[config.mk]
export PLATFORM = sky130hd
export DESIGN_NAME = greedy_text_line_wrapper_unit
export DESIGN_NICKNAME = d
export VERILOG_FILES = /design/src/rtl/core/gltw_pkg.sv /design/src/rtl/core/gltw_step.sv /design/src/rtl/core/gltw_rec_fifo.sv /design/src/rtl/core/greedy_text_line_wrapper_unit.sv
export SDC_FILE = /design/constraint.sdc
export NUM_CORES = 1
export LEC_CHECK = 0
export BUFFER_PORTS_ARGS = -buffer_cell sky130_fd_sc_hd__buf_2
export CAP_MARGIN = 0
export CORE_ASPECT_RATIO = 0.6
export CORE_MARGIN = 2
export CORE_UTILIZATION = 60
export CTS_BUF_LIST = sky130_fd_sc_hd__clkbuf_8
export DETAILED_ROUTE_END_ITERATION = 7
export HOLD_SLACK_MARGIN = 0.03
export PLACE_DENSITY = 0.76
export SLEW_MARGIN = 20
export SYNTH_ARGS = -nofsm -noshare
export SYNTH_HDL_FRONTEND = slang
export SYNTH_SLANG_ARGS = --single-unit
export TNS_END_PERCENT = 1
[constraint.sdc]
create_clock -name clk -period 14.26 [get_ports clk]
set_input_delay 2.139 -clock clk [delete_from_list [all_inputs] [get_ports clk]]
set_output_delay 2.139 -clock clk [all_outputs]
set_load 0.02 [all_outputs]
[src/rtl/core/gltw_pkg.sv]
// Shared types and constants for the greedy text line wrapper.
// No dependencies; used by every module under rtl/core.
package gltw_pkg;

    localparam int POS_W     = 12;
    localparam int LEN_W     = 13;
    localparam int WIDTH_W   = 13;
    localparam int CODE_W    = 16;
    localparam int ADV_W     = 8;
    localparam int WRAP_W    = 12;
    localparam int MINW_W    = 8;
    localparam int MAX_RECS  = 3;
    localparam int REC_CNT_W = 2;
    localparam int FIFO_DEPTH_DEFAULT = 4;

    localparam logic [CODE_W-1:0] CODE_NEWLINE = 16'd10;
    localparam logic [CODE_W-1:0] CODE_SPACE   = 16'd32;

    localparam logic KIND_LINE = 1'b0;
    localparam logic KIND_END  = 1'b1;

    localparam logic CFG_WRAP_WIDTH = 1'b0;
    localparam logic CFG_MIN_WIDTH  = 1'b1;

    localparam logic [WRAP_W-1:0] WRAP_WIDTH_RESET = 12'd1024;
    localparam logic [MINW_W-1:0] MIN_WIDTH_RESET  = 8'd0;

    typedef struct packed {
        logic [POS_W-1:0]   pos;
        logic [POS_W-1:0]   start;
        logic [WIDTH_W-1:0] width;
        logic               open;
        logic               skip;
    } gltw_state_t;

    typedef struct packed {
        logic             kind;
        logic [POS_W-1:0] start;
        logic [LEN_W-1:0] len;
    } gltw_rec_t;

endpackage

[src/rtl/core/gltw_step.sv]
// Combinational line-breaking decision for one character.
// Depends on gltw_pkg for the state and record types.
module gltw_step
    import gltw_pkg::*;
(
    input  gltw_state_t                   state_cur,
    input  logic [CODE_W-1:0]             code,
    input  logic [ADV_W-1:0]              adv,
    input  logic                          last,
    input  logic [WRAP_W-1:0]             wrap_width,
    input  logic [MINW_W-1:0]             min_width,
    output gltw_state_t                   state_nxt,
    output gltw_rec_t [MAX_RECS-1:0]      recs,
    output logic [REC_CNT_W-1:0]          rec_count
);

    always_comb
    begin
        gltw_state_t             s;
        logic [POS_W-1:0]        p;
        logic [POS_W-1:0]        span;
        logic [WIDTH_W:0]        w;
        logic [REC_CNT_W-1:0]    k;

        s    = state_cur;
        p    = state_cur.pos;
        k    = '0;
        w    = '0;
        span = '0;
        recs = '0;

        if (wrap_width < {4'b0, min_width})
        begin
            s.open  = 1'b0;
            s.skip  = 1'b0;
            s.width = '0;
        end
        else if (!(s.skip && code == CODE_SPACE))
        begin
            s.skip = 1'b0;
            if (!s.open)
            begin
                s.open  = 1'b1;
                s.start = p;
                s.width = '0;
            end
            span = p - s.start;
            if (code == CODE_NEWLINE)
            begin
                recs[k] = '{kind: KIND_LINE, start: s.start, len: {1'b0, span}};
                k       = k + 2'd1;
                s.open  = 1'b0;
                s.width = '0;
            end
            else
            begin
                w = {1'b0, s.width} + {6'b0, adv};
                if (w <= {2'b0, wrap_width})
                begin
                    s.width = w[WIDTH_W-1:0];
                end
                else
                begin
                    if (p != s.start)
                    begin
                        recs[k] = '{kind: KIND_LINE, start: s.start, len: {1'b0, span}};
                        k       = k + 2'd1;
                        if (code == CODE_SPACE)
                        begin
                            s.open  = 1'b0;
                            s.skip  = 1'b1;
                            s.width = '0;
                        end
                        else
                        begin
                            s.start = p;
                            s.width = {5'b0, adv};
                        end
                    end
                    // A glyph wider than the whole line sits alone on its own line.
                    if (s.open && {4'b0, adv} > wrap_width)
                    begin
                        recs[k] = '{kind: KIND_LINE, start: p, len: 13'd1};
                        k       = k + 2'd1;
                        s.open  = 1'b0;
                        s.skip  = 1'b1;
                        s.width = '0;
                    end
                end
            end
        end

        if (last)
        begin
            if (s.open)
            begin
                span    = p - s.start;
                recs[k] = '{kind: KIND_LINE, start: s.start,
                            len: {1'b0, span} + 13'd1};
                k       = k + 2'd1;
            end
            recs[k] = '{kind: KIND_END, start: '0, len: '0};
            k       = k + 2'd1;
            s       = '0;
        end
        else
        begin
            s.pos = p + 12'd1;
        end

        state_nxt = s;
        rec_count = k;
    end

endmodule

[src/rtl/core/gltw_rec_fifo.sv]
// Small record queue: takes up to three records per cycle, gives one per cycle.
// Depends on gltw_pkg for the record type; depth must be a power of two.
module gltw_rec_fifo
    import gltw_pkg::*;
#(
    parameter int DEPTH = FIFO_DEPTH_DEFAULT
)
(
    input  logic                      clk,
    input  logic                      rst_n,
    input  logic                      push,
    input  logic [REC_CNT_W-1:0]      push_count,
    input  gltw_rec_t [MAX_RECS-1:0]  push_recs,
    output logic                      room,
    input  logic                      pop,
    output logic                      head_valid,
    output gltw_rec_t                 head
);

    localparam int PTR_W = $clog2(DEPTH);
    localparam int CNT_W = $clog2(DEPTH + 1);

    gltw_rec_t        mem_reg [DEPTH];
    logic [PTR_W-1:0] wr_ptr_reg, wr_ptr_next;
    logic [PTR_W-1:0] rd_ptr_reg, rd_ptr_next;
    logic [CNT_W-1:0] count_reg, count_next;
    logic [CNT_W-1:0] add_cnt;
    logic             do_pop;

    assign head_valid = (count_reg != '0);
    assign head       = mem_reg[rd_ptr_reg];
    assign room       = (count_reg <= CNT_W'(DEPTH - MAX_RECS));
    assign do_pop     = pop && head_valid;
    assign add_cnt    = push ? CNT_W'(push_count) : '0;

    always_comb
    begin
        wr_ptr_next = wr_ptr_reg + PTR_W'(add_cnt);
        rd_ptr_next = rd_ptr_reg + PTR_W'(do_pop);
        count_next  = count_reg + add_cnt - CNT_W'(do_pop);
    end

    always_ff @(posedge clk or negedge rst_n)
    begin
        if (!rst_n)
        begin
            wr_ptr_reg <= '0;
            rd_ptr_reg <= '0;
            count_reg  <= '0;
        end
        else
        begin
            wr_ptr_reg <= wr_ptr_next;
            rd_ptr_reg <= rd_ptr_next;
            count_reg  <= count_next;
        end
    end

    always_ff @(posedge clk)
    begin
        for (int i = 0; i < MAX_RECS; i++)
        begin
            if (push && REC_CNT_W'(i) < push_count)
            begin
                mem_reg[wr_ptr_reg + PTR_W'(i)] <= push_recs[i];
            end
        end
    end

endmodule

[src/rtl/core/greedy_text_line_wrapper_unit.sv]
// Greedy text line wrapper: one character per cycle in while the record queue has room, line records out.
// Depends on gltw_pkg, gltw_step and gltw_rec_fifo.
//
// Characters are registered on input; once the queue has room the
// break decision runs and its line records (up to three for one character)
// go into a small record queue that feeds the output one record per cycle
// while the output is ready. The first record of a character passes the
// input register and the record queue before it is offered on the output.
// Input is taken every cycle as long as the queue has space for three
// records, so the sustained rate is one character per cycle while the
// output keeps up, and one record per cycle when records pile up.
module greedy_text_line_wrapper_unit
    import gltw_pkg::*;
#(
    parameter int FIFO_DEPTH = FIFO_DEPTH_DEFAULT
)
(
    input  logic        clk,
    input  logic        rst_n,
    // Configuration writes: index 0 wrap_width, index 1 min_width.
    input  logic        cfg_valid,
    output logic        cfg_ready,
    input  logic        cfg_index,
    input  logic [11:0] cfg_data,
    input  logic        s_axis_tvalid,
    output logic        s_axis_tready,
    input  logic [23:0] s_axis_tdata,   // [15:0] char_code, [23:16] advance
    input  logic        s_axis_tlast,   // last_char
    output logic        m_axis_tvalid,
    input  logic        m_axis_tready,
    output logic [31:0] m_axis_tdata,   // [11:0] line_start, [24:12] line_length, zeros above
    output logic        m_axis_tuser    // record_kind
);

    logic [WRAP_W-1:0]  wrap_width_reg;
    logic [MINW_W-1:0]  min_width_reg;

    logic               in_valid_reg;
    logic [CODE_W-1:0]  in_code_reg;
    logic [ADV_W-1:0]   in_adv_reg;
    logic               in_last_reg;

    gltw_state_t        state_reg, state_next;
    gltw_rec_t [MAX_RECS-1:0] recs;
    logic [REC_CNT_W-1:0]     rec_count;
    logic               room;
    logic               step_fire;
    logic               head_valid;
    gltw_rec_t          head;

    assign cfg_ready     = 1'b1;
    assign step_fire     = in_valid_reg && room;
    assign s_axis_tready = !in_valid_reg || step_fire;

    always_ff @(posedge clk or negedge rst_n)
    begin
        if (!rst_n)
        begin
            wrap_width_reg <= WRAP_WIDTH_RESET;
            min_width_reg  <= MIN_WIDTH_RESET;
        end
        else if (cfg_valid)
        begin
            case (cfg_index)
                CFG_WRAP_WIDTH: wrap_width_reg <= cfg_data;
                CFG_MIN_WIDTH:  min_width_reg  <= cfg_data[MINW_W-1:0];
                default:        ;
            endcase
        end
    end

    always_ff @(posedge clk or negedge rst_n)
    begin
        if (!rst_n)
        begin
            in_valid_reg <= 1'b0;
            state_reg    <= '0;
        end
        else
        begin
            if (s_axis_tready)
            begin
                in_valid_reg <= s_axis_tvalid;
            end
            if (step_fire)
            begin
                state_reg <= state_next;
            end
        end
    end

    always_ff @(posedge clk)
    begin
        if (s_axis_tvalid && s_axis_tready)
        begin
            in_code_reg <= s_axis_tdata[15:0];
            in_adv_reg  <= s_axis_tdata[23:16];
            in_last_reg <= s_axis_tlast;
        end
    end

    gltw_step u_step (
        .state_cur  (state_reg),
        .code       (in_code_reg),
        .adv        (in_adv_reg),
        .last       (in_last_reg),
        .wrap_width (wrap_width_reg),
        .min_width  (min_width_reg),
        .state_nxt  (state_next),
        .recs       (recs),
        .rec_count  (rec_count)
    );

    gltw_rec_fifo #(
        .DEPTH (FIFO_DEPTH)
    ) u_fifo (
        .clk        (clk),
        .rst_n      (rst_n),
        .push       (step_fire),
        .push_count (rec_count),
        .push_recs  (recs),
        .room       (room),
        .pop        (m_axis_tready),
        .head_valid (head_valid),
        .head       (head)
    );

    assign m_axis_tvalid = head_valid;
    assign m_axis_tuser  = head.kind;
    assign m_axis_tdata  = {7'b0, head.len, head.start};

endmodule
-- Word level (Yosys, flattened, before mapping)
Memory sizes are Yosys's and may differ from the RTL's.
Cells that the tools add are included.
- flip-flop bits (word level): 92
- latch bits: 0
- RAM bits: 104
- bits in read-only memories: 0
- input bits: 43
- output and inout port bits: 36
- logic and storage cells: 132
- memories kept: 1
- add/subtract/negate cells: 14
- multipliers: 0
- div/mod/pow operators: 0
- order comparisons: 13
- eq/ne operators: 4
- shift-type cells: 0
- muxes and demuxes: 65
- bitwise logic cells: 4
- reduce and logical (&&, ||, !) cells: 17
- memory list (memory ; words ; bits a word ; rd ports ; clocked after memory_dff ; wr ports ; RTL line ; source):
    u_fifo.mem_reg ; 4 ; 26 ; 1 ; 0 ; 3 ; gltw_rec_fifo.sv:23 ; gltw_rec_t mem_reg [DEPTH];
- operators with widths (cell ; number):
    $mux W78 ; 7
    $mux W26 ; 11
    $mux W27 ; 7
    $bwmux W78 ; 2
    $demux W26 S2 ; 3
    $and A75 B75 Y75 ; 1
    $not A75 Y75 ; 1
    $mux W12 ; 5
    $mux W52 ; 1
    $mux W15 ; 2
    $mux W2 ; 15
    $mux W25 ; 1
    $sub A12 B12 Y12 ; 2
    $eq A16 B4 Y1 const B ; 1
    $eq A16 B6 Y1 const B ; 1
    $add A13 B8 Y14 ; 1
    $le A14 B12 Y1 ; 1
    $mux W14 ; 1
    $add A12 B1 Y13 const B ; 1
    $mux W13 ; 1
    $add A12 B1 Y12 const B ; 1
    $gt A8 B12 Y1 ; 1
    $lt A12 B8 Y1 ; 1
    $ne A12 B12 Y1 ; 1
    21 further kinds ; 48

-- Depth between registers and ports, before layout
- depth after elaboration: 26
- gate-level depth with buffers: 37
- depth with buffers taken out: 32

-- Hierarchy
From an unflattened synthesis, not the netlist that was laid out.
- cell total of the unflattened synthesis: 1302
- area total of the unflattened synthesis: 14861.8 um^2
- by module, submodules not included (module ; times used ; cells an instance ; area an instance (um^2) ; seq. area each (um^2)):
    gltw_rec_fifo ; 1 ; 418 ; 6991.7 ; 3298.2
    gltw_step ; 1 ; 718 ; 4590.7 ; 0.0
    greedy_text_line_wrapper_unit ; 1 ; 166 ; 3279.4 ; 2253.4

-- Worst setup path before layout
Ideal clock, no wire load.
- path kind: register to register
- from: register state_reg[1] (netlist bit)
- to: memory u_fifo.mem_reg[2][0] (netlist bit), enable pin
- setup time: 0.449 ns
- data arrival time: 7.587 ns
- data required time: 13.811 ns
- slack: 6.224 ns
- cell stages (with the launch flop): 27
- path buffers: 3
- clock period less this slack: 8.036 ns
- cells stage by stage: dfrtp_1 -> buf_4 -> buf_4 -> clkbuf_1 -> and2_1 -> ha_1 -> a21oi_1 -> a21oi_1 -> a21o_1 -> maj3_1 -> maj3_1 -> a21oi_1 -> xnor2_1 -> ha_1 -> a21oi_1 -> nor2_1 -> or4_1 -> a21oi_1 -> and3_1 -> a21boi_0 -> o21bai_2 -> ha_1 -> mux2_2 -> ha_1 -> o32ai_4 -> nor2_1 -> o31ai_1
- RTL lines (what ; RTL line ; source):
    start, declared ; greedy_text_line_wrapper_unit.sv:43 ; gltw_state_t state_reg, state_next;
    start signal, assigned ; greedy_text_line_wrapper_unit.sv:87 ; state_reg <= state_next;
    end, declared ; gltw_rec_fifo.sv:23 ;

==> results_dict.tcl <==
set metrics [dict create \
    cts_buffers 17 \
    cts_max_level 4 \
    drive_gt1_frac 0.152 \
    synth-xor-area-share 0.0379 \
    place_congestion 1.01 \
    grt_max_degree 68 \
    min_path_type "register to register" \
    cts_tree "built" \
    status "completed" \
    nets 1479 \
    hp-start "state_reg[15]$_DFFE_PN0P_" \
    synth_edf_count 129 \
    setup_viol 0 \
    grt_pass1_vias 10468 \
    viasPerCell 6.82 \
    synth_compound_area_frac 0.195 \
    yosys.area.top_type "edfxtp_1" \
    tns_ps 0 \
    r2r_cells 27 \
    io_pins 79 \
    synthAdderAreaFrac 0.0707 \
    synth_mux_area_frac 0.0755 \
    p_leak_nw 5.50 \
    route.antenna.remaining_nets 0 \
    r2r-start "state_reg[1]$_DFFE_PN0P_" \
    start_util 0.607 \
    whs_endpoint "state_reg[15]$_DFFE_PN0P_" \
    seq_area_frac_synth 0.418 \
    synthTopCellsByArea "edfxtp_1 (29%), dfrtp_1 (12%), ha_1 (6.3%)" \
    avgSynthCellArea_sq_um 9.96 \
    synthToLayoutAreaGrowth_pct 7.14 \
    synth-seq-cells 196 \
    yosysMostFrequentCell "nand2_1" \
    drc 0 \
    finalCritPeriodShare 0.583 \
    r2r_slack_ps 5940 \
    ys.flop_type "edfxtp_1" \
    grt_overflow 0 \
    finClkSkew_ps 19.1 \
    hold_viol_final 0 \
    cp_max_fo 33 \
    drv_slew 0 \
    synth_warnings 0 \
    total_power_mw 3.17 \
    antenna_found_initial 0 \
    min_path_cells 2 \
    grt_usage 0.361 \
    synth.distinct_cells 95 \
    die-area_sq_mm 0.0234 \
    worst_slew_pin_slew_ps 1010 \
    clkTransAtPathRegs_ps 100 \
    seqPwrFrac 0.279 \
    finalWorstPathRequiredPeriod_ps 8320 \
    hold_buffers 0 \
    root_buffer "clkbuf_8" \
    dp_hpwl_microns 30500 \
    die_y_microns 119 \
    fp.dieW_microns 196 \
    synth_top_family_by_area "compound AO/OA/AOI/OAI gates" \
    cp.required_ps 14510 \
    grt_pass1_wl_microns 62900 \
    fmax_ghz 0.120 \
    wl_microns 40700 \
    switching_share 0.476 \
    diodes 0 \
    start_kind "register" \
    rsz0062_at_grt "no" \
    worstReg2RegEnd "u_fifo.mem_reg[0][22]$_DFFE_PP_" \
    firstDrtPassIters 5 \
    ir_worst_vdd_v 0.000192 \
    rows 42 \
    p_per_area_mw_per_mm2 223 \
    comb_power_share 0.606 \
    routedWlPerCell_microns 24.4 \
    whs_ps 514 \
    synth.cells.most_frequent "nand2_1 (173), edfxtp_1 (129), nor2_1 (102)" \
    path_class "register to register" \
    synth_simple_gate_area_frac 0.158 \
    p_sw_mw 1.51 \
    netlist_instances 1332 \
    relSlewSlack 0.324 \
    port_buffers 70 \
    cts_resized 0 \
    synth.cell_area_sq_mm 0.0133 \
    end_kind "register" \
    cts_buffer_depth 2 \
    clock-sinks 196 \
    arrival_ps 8570 \
    clkLatencyLatePin_ps 520 \
    post_cts_buffers 0 \
    power_frac_clock 0.116 \
    synth_top_area_share 0.292 \
    cap_violations 0 \
    drt-initial-drc-count 1684 \
    async_flop_share 0.342 \
    p_int_mw 1.66 \
    largest_reg_flops 104 \
    via_count 11355 \
    fp.coreArea_sq_mm 0.0219 \
]
per-layer routing:
| metal | wire [microns] | global-route usage | vias to the layer above |
|---|---|---|---|
| met2 | 15600 | 0.457 | 725 |
| met1 | 19200 | 0.582 | 5505 |
| met4 | 648 | 0.0885 | 0 |
| met5 | 0 | 0 | - |
| met3 | 5270 | 0.117 | 65 |
| li1 | - | - | 5060 |
cell usage in the layout (no fill, tap or decap), types with 10 or more instances in the layout:
master      n
dfrtp_1    65
edfxtp_1  129
and3_1     10
nor2b_1    11
nand4_1    18
xor2_1     23
clkbuf_8   18
o221ai_1   42
and2_1     18
a221oi_1   11
o22ai_1    46
xnor2_1    27
buf_4      21
nand2b_1   23
a21oi_1    46
a21o_1     11
o21ai_0    74
mux2_2     13
a22oi_1    14
nand3_1    20
mux2i_1    24
nor3_1     22
nor2_1    101
a211oi_1   15
nand2_1   173
mux4_2     26
ha_1       67
a31oi_1    14
buf_2      70
inv_1      54
how the worst max path moves through the flow:
stage	startpoint	to	slack, ps	cells past startpoint
2_1_floorplan	state_reg[1]$_DFFE_PN0P_	u_fifo.mem_reg[2][0]$_DFFE_PP_	6220	26
6_report	state_reg[1]$_DFFE_PN0P_	u_fifo.mem_reg[0][22]$_DFFE_PP_	5940	27
3_5_place_dp	state_reg[1]$_DFFE_PN0P_	u_fifo.mem_reg[0][22]$_DFFE_PP_	6220	27
4_1_cts	state_reg[1]$_DFFE_PN0P_	u_fifo.mem_reg[0][22]$_DFFE_PP_	6130	27
5_1_grt	state_reg[1]$_DFFE_PN0P_	u_fifo.mem_reg[0][22]$_DFFE_PP_	5520	27
3_3_place_gp	state_reg[1]$_DFFE_PN0P_	u_fifo.mem_reg[3][10]$_DFFE_PP_	6360	27
layout make-up:
class | count | area (sq um)
Fill cell | 1785 | 7640
Multi-Input combinational cell | 1003 | 7200
Sequential cell | 196 | 5550
Timing Repair Buffer | 91 | 508
Tap cell | 286 | 358
Clock buffer | 18 | 248
Inverter | 56 | 210
Clock inverter | 14 | 143
critical path, stage by stage (launching register included):
cell and delay (ps):
dfrtp_1 370, buf_4 410, and2_1 210, ha_1 270, a21o_1 200, maj3_1 410
maj3_1 360, a21oi_1 180, xnor2_1 170, ha_1 290, a21oi_1 200, nor2_1 70
or4_1 410, a21oi_1 160, and3_1 250, and2_4 360, nor2_1 110, nand2_1 160
ha_1 250, mux2_2 280, ha_1 330, o32ai_4 260, inv_2 110, nor3_1 680
nand2_1 400, nand2_1 620, nor2_1 80, a221oi_1 430
power groups by stage:
| stage | clock network [mW] | registers, mW | logic [mW] |
|---|---|---|---|
| after global placement | 0 | 0.886 | 1.84 |
| after CTS | 0.370 | 0.880 | 1.87 |
| after detailed placement | 0 | 0.892 | 1.86 |
| after global routing | 0.393 | 0.893 | 2.08 |
| after floorplan | 0 | 0.846 | 1.40 |
| final | 0.367 | 0.884 | 1.92 |
per-stage QoR:
stage / utilization / instances / setup slack [ps] / cell area, sq um
floorplan: - / 1338 / 6220 / 13300
global placement: 0.632 / 1632 / 6360 / 13800
detailed placement: 0.633 / 1632 / 6220 / 13800
CTS: 0.650 / 1664 / 6130 / 14200
global route: 0.650 / 1664 / 5520 / 14200
finish: 0.650 / 1664 / 5940 / 14200
logic make-up after synthesis:
logic type               after synthesis
flip-flops                           196
buffers and inverters                139
multiplexers                          65
AO/OA/AOI/OAI                        362
XOR/XNOR                              54
other                                  2
AND/OR/NAND/NOR                      441
adder cells (fa/ha/maj)               73
Note: power is estimated with default switching activity, not from simulation.
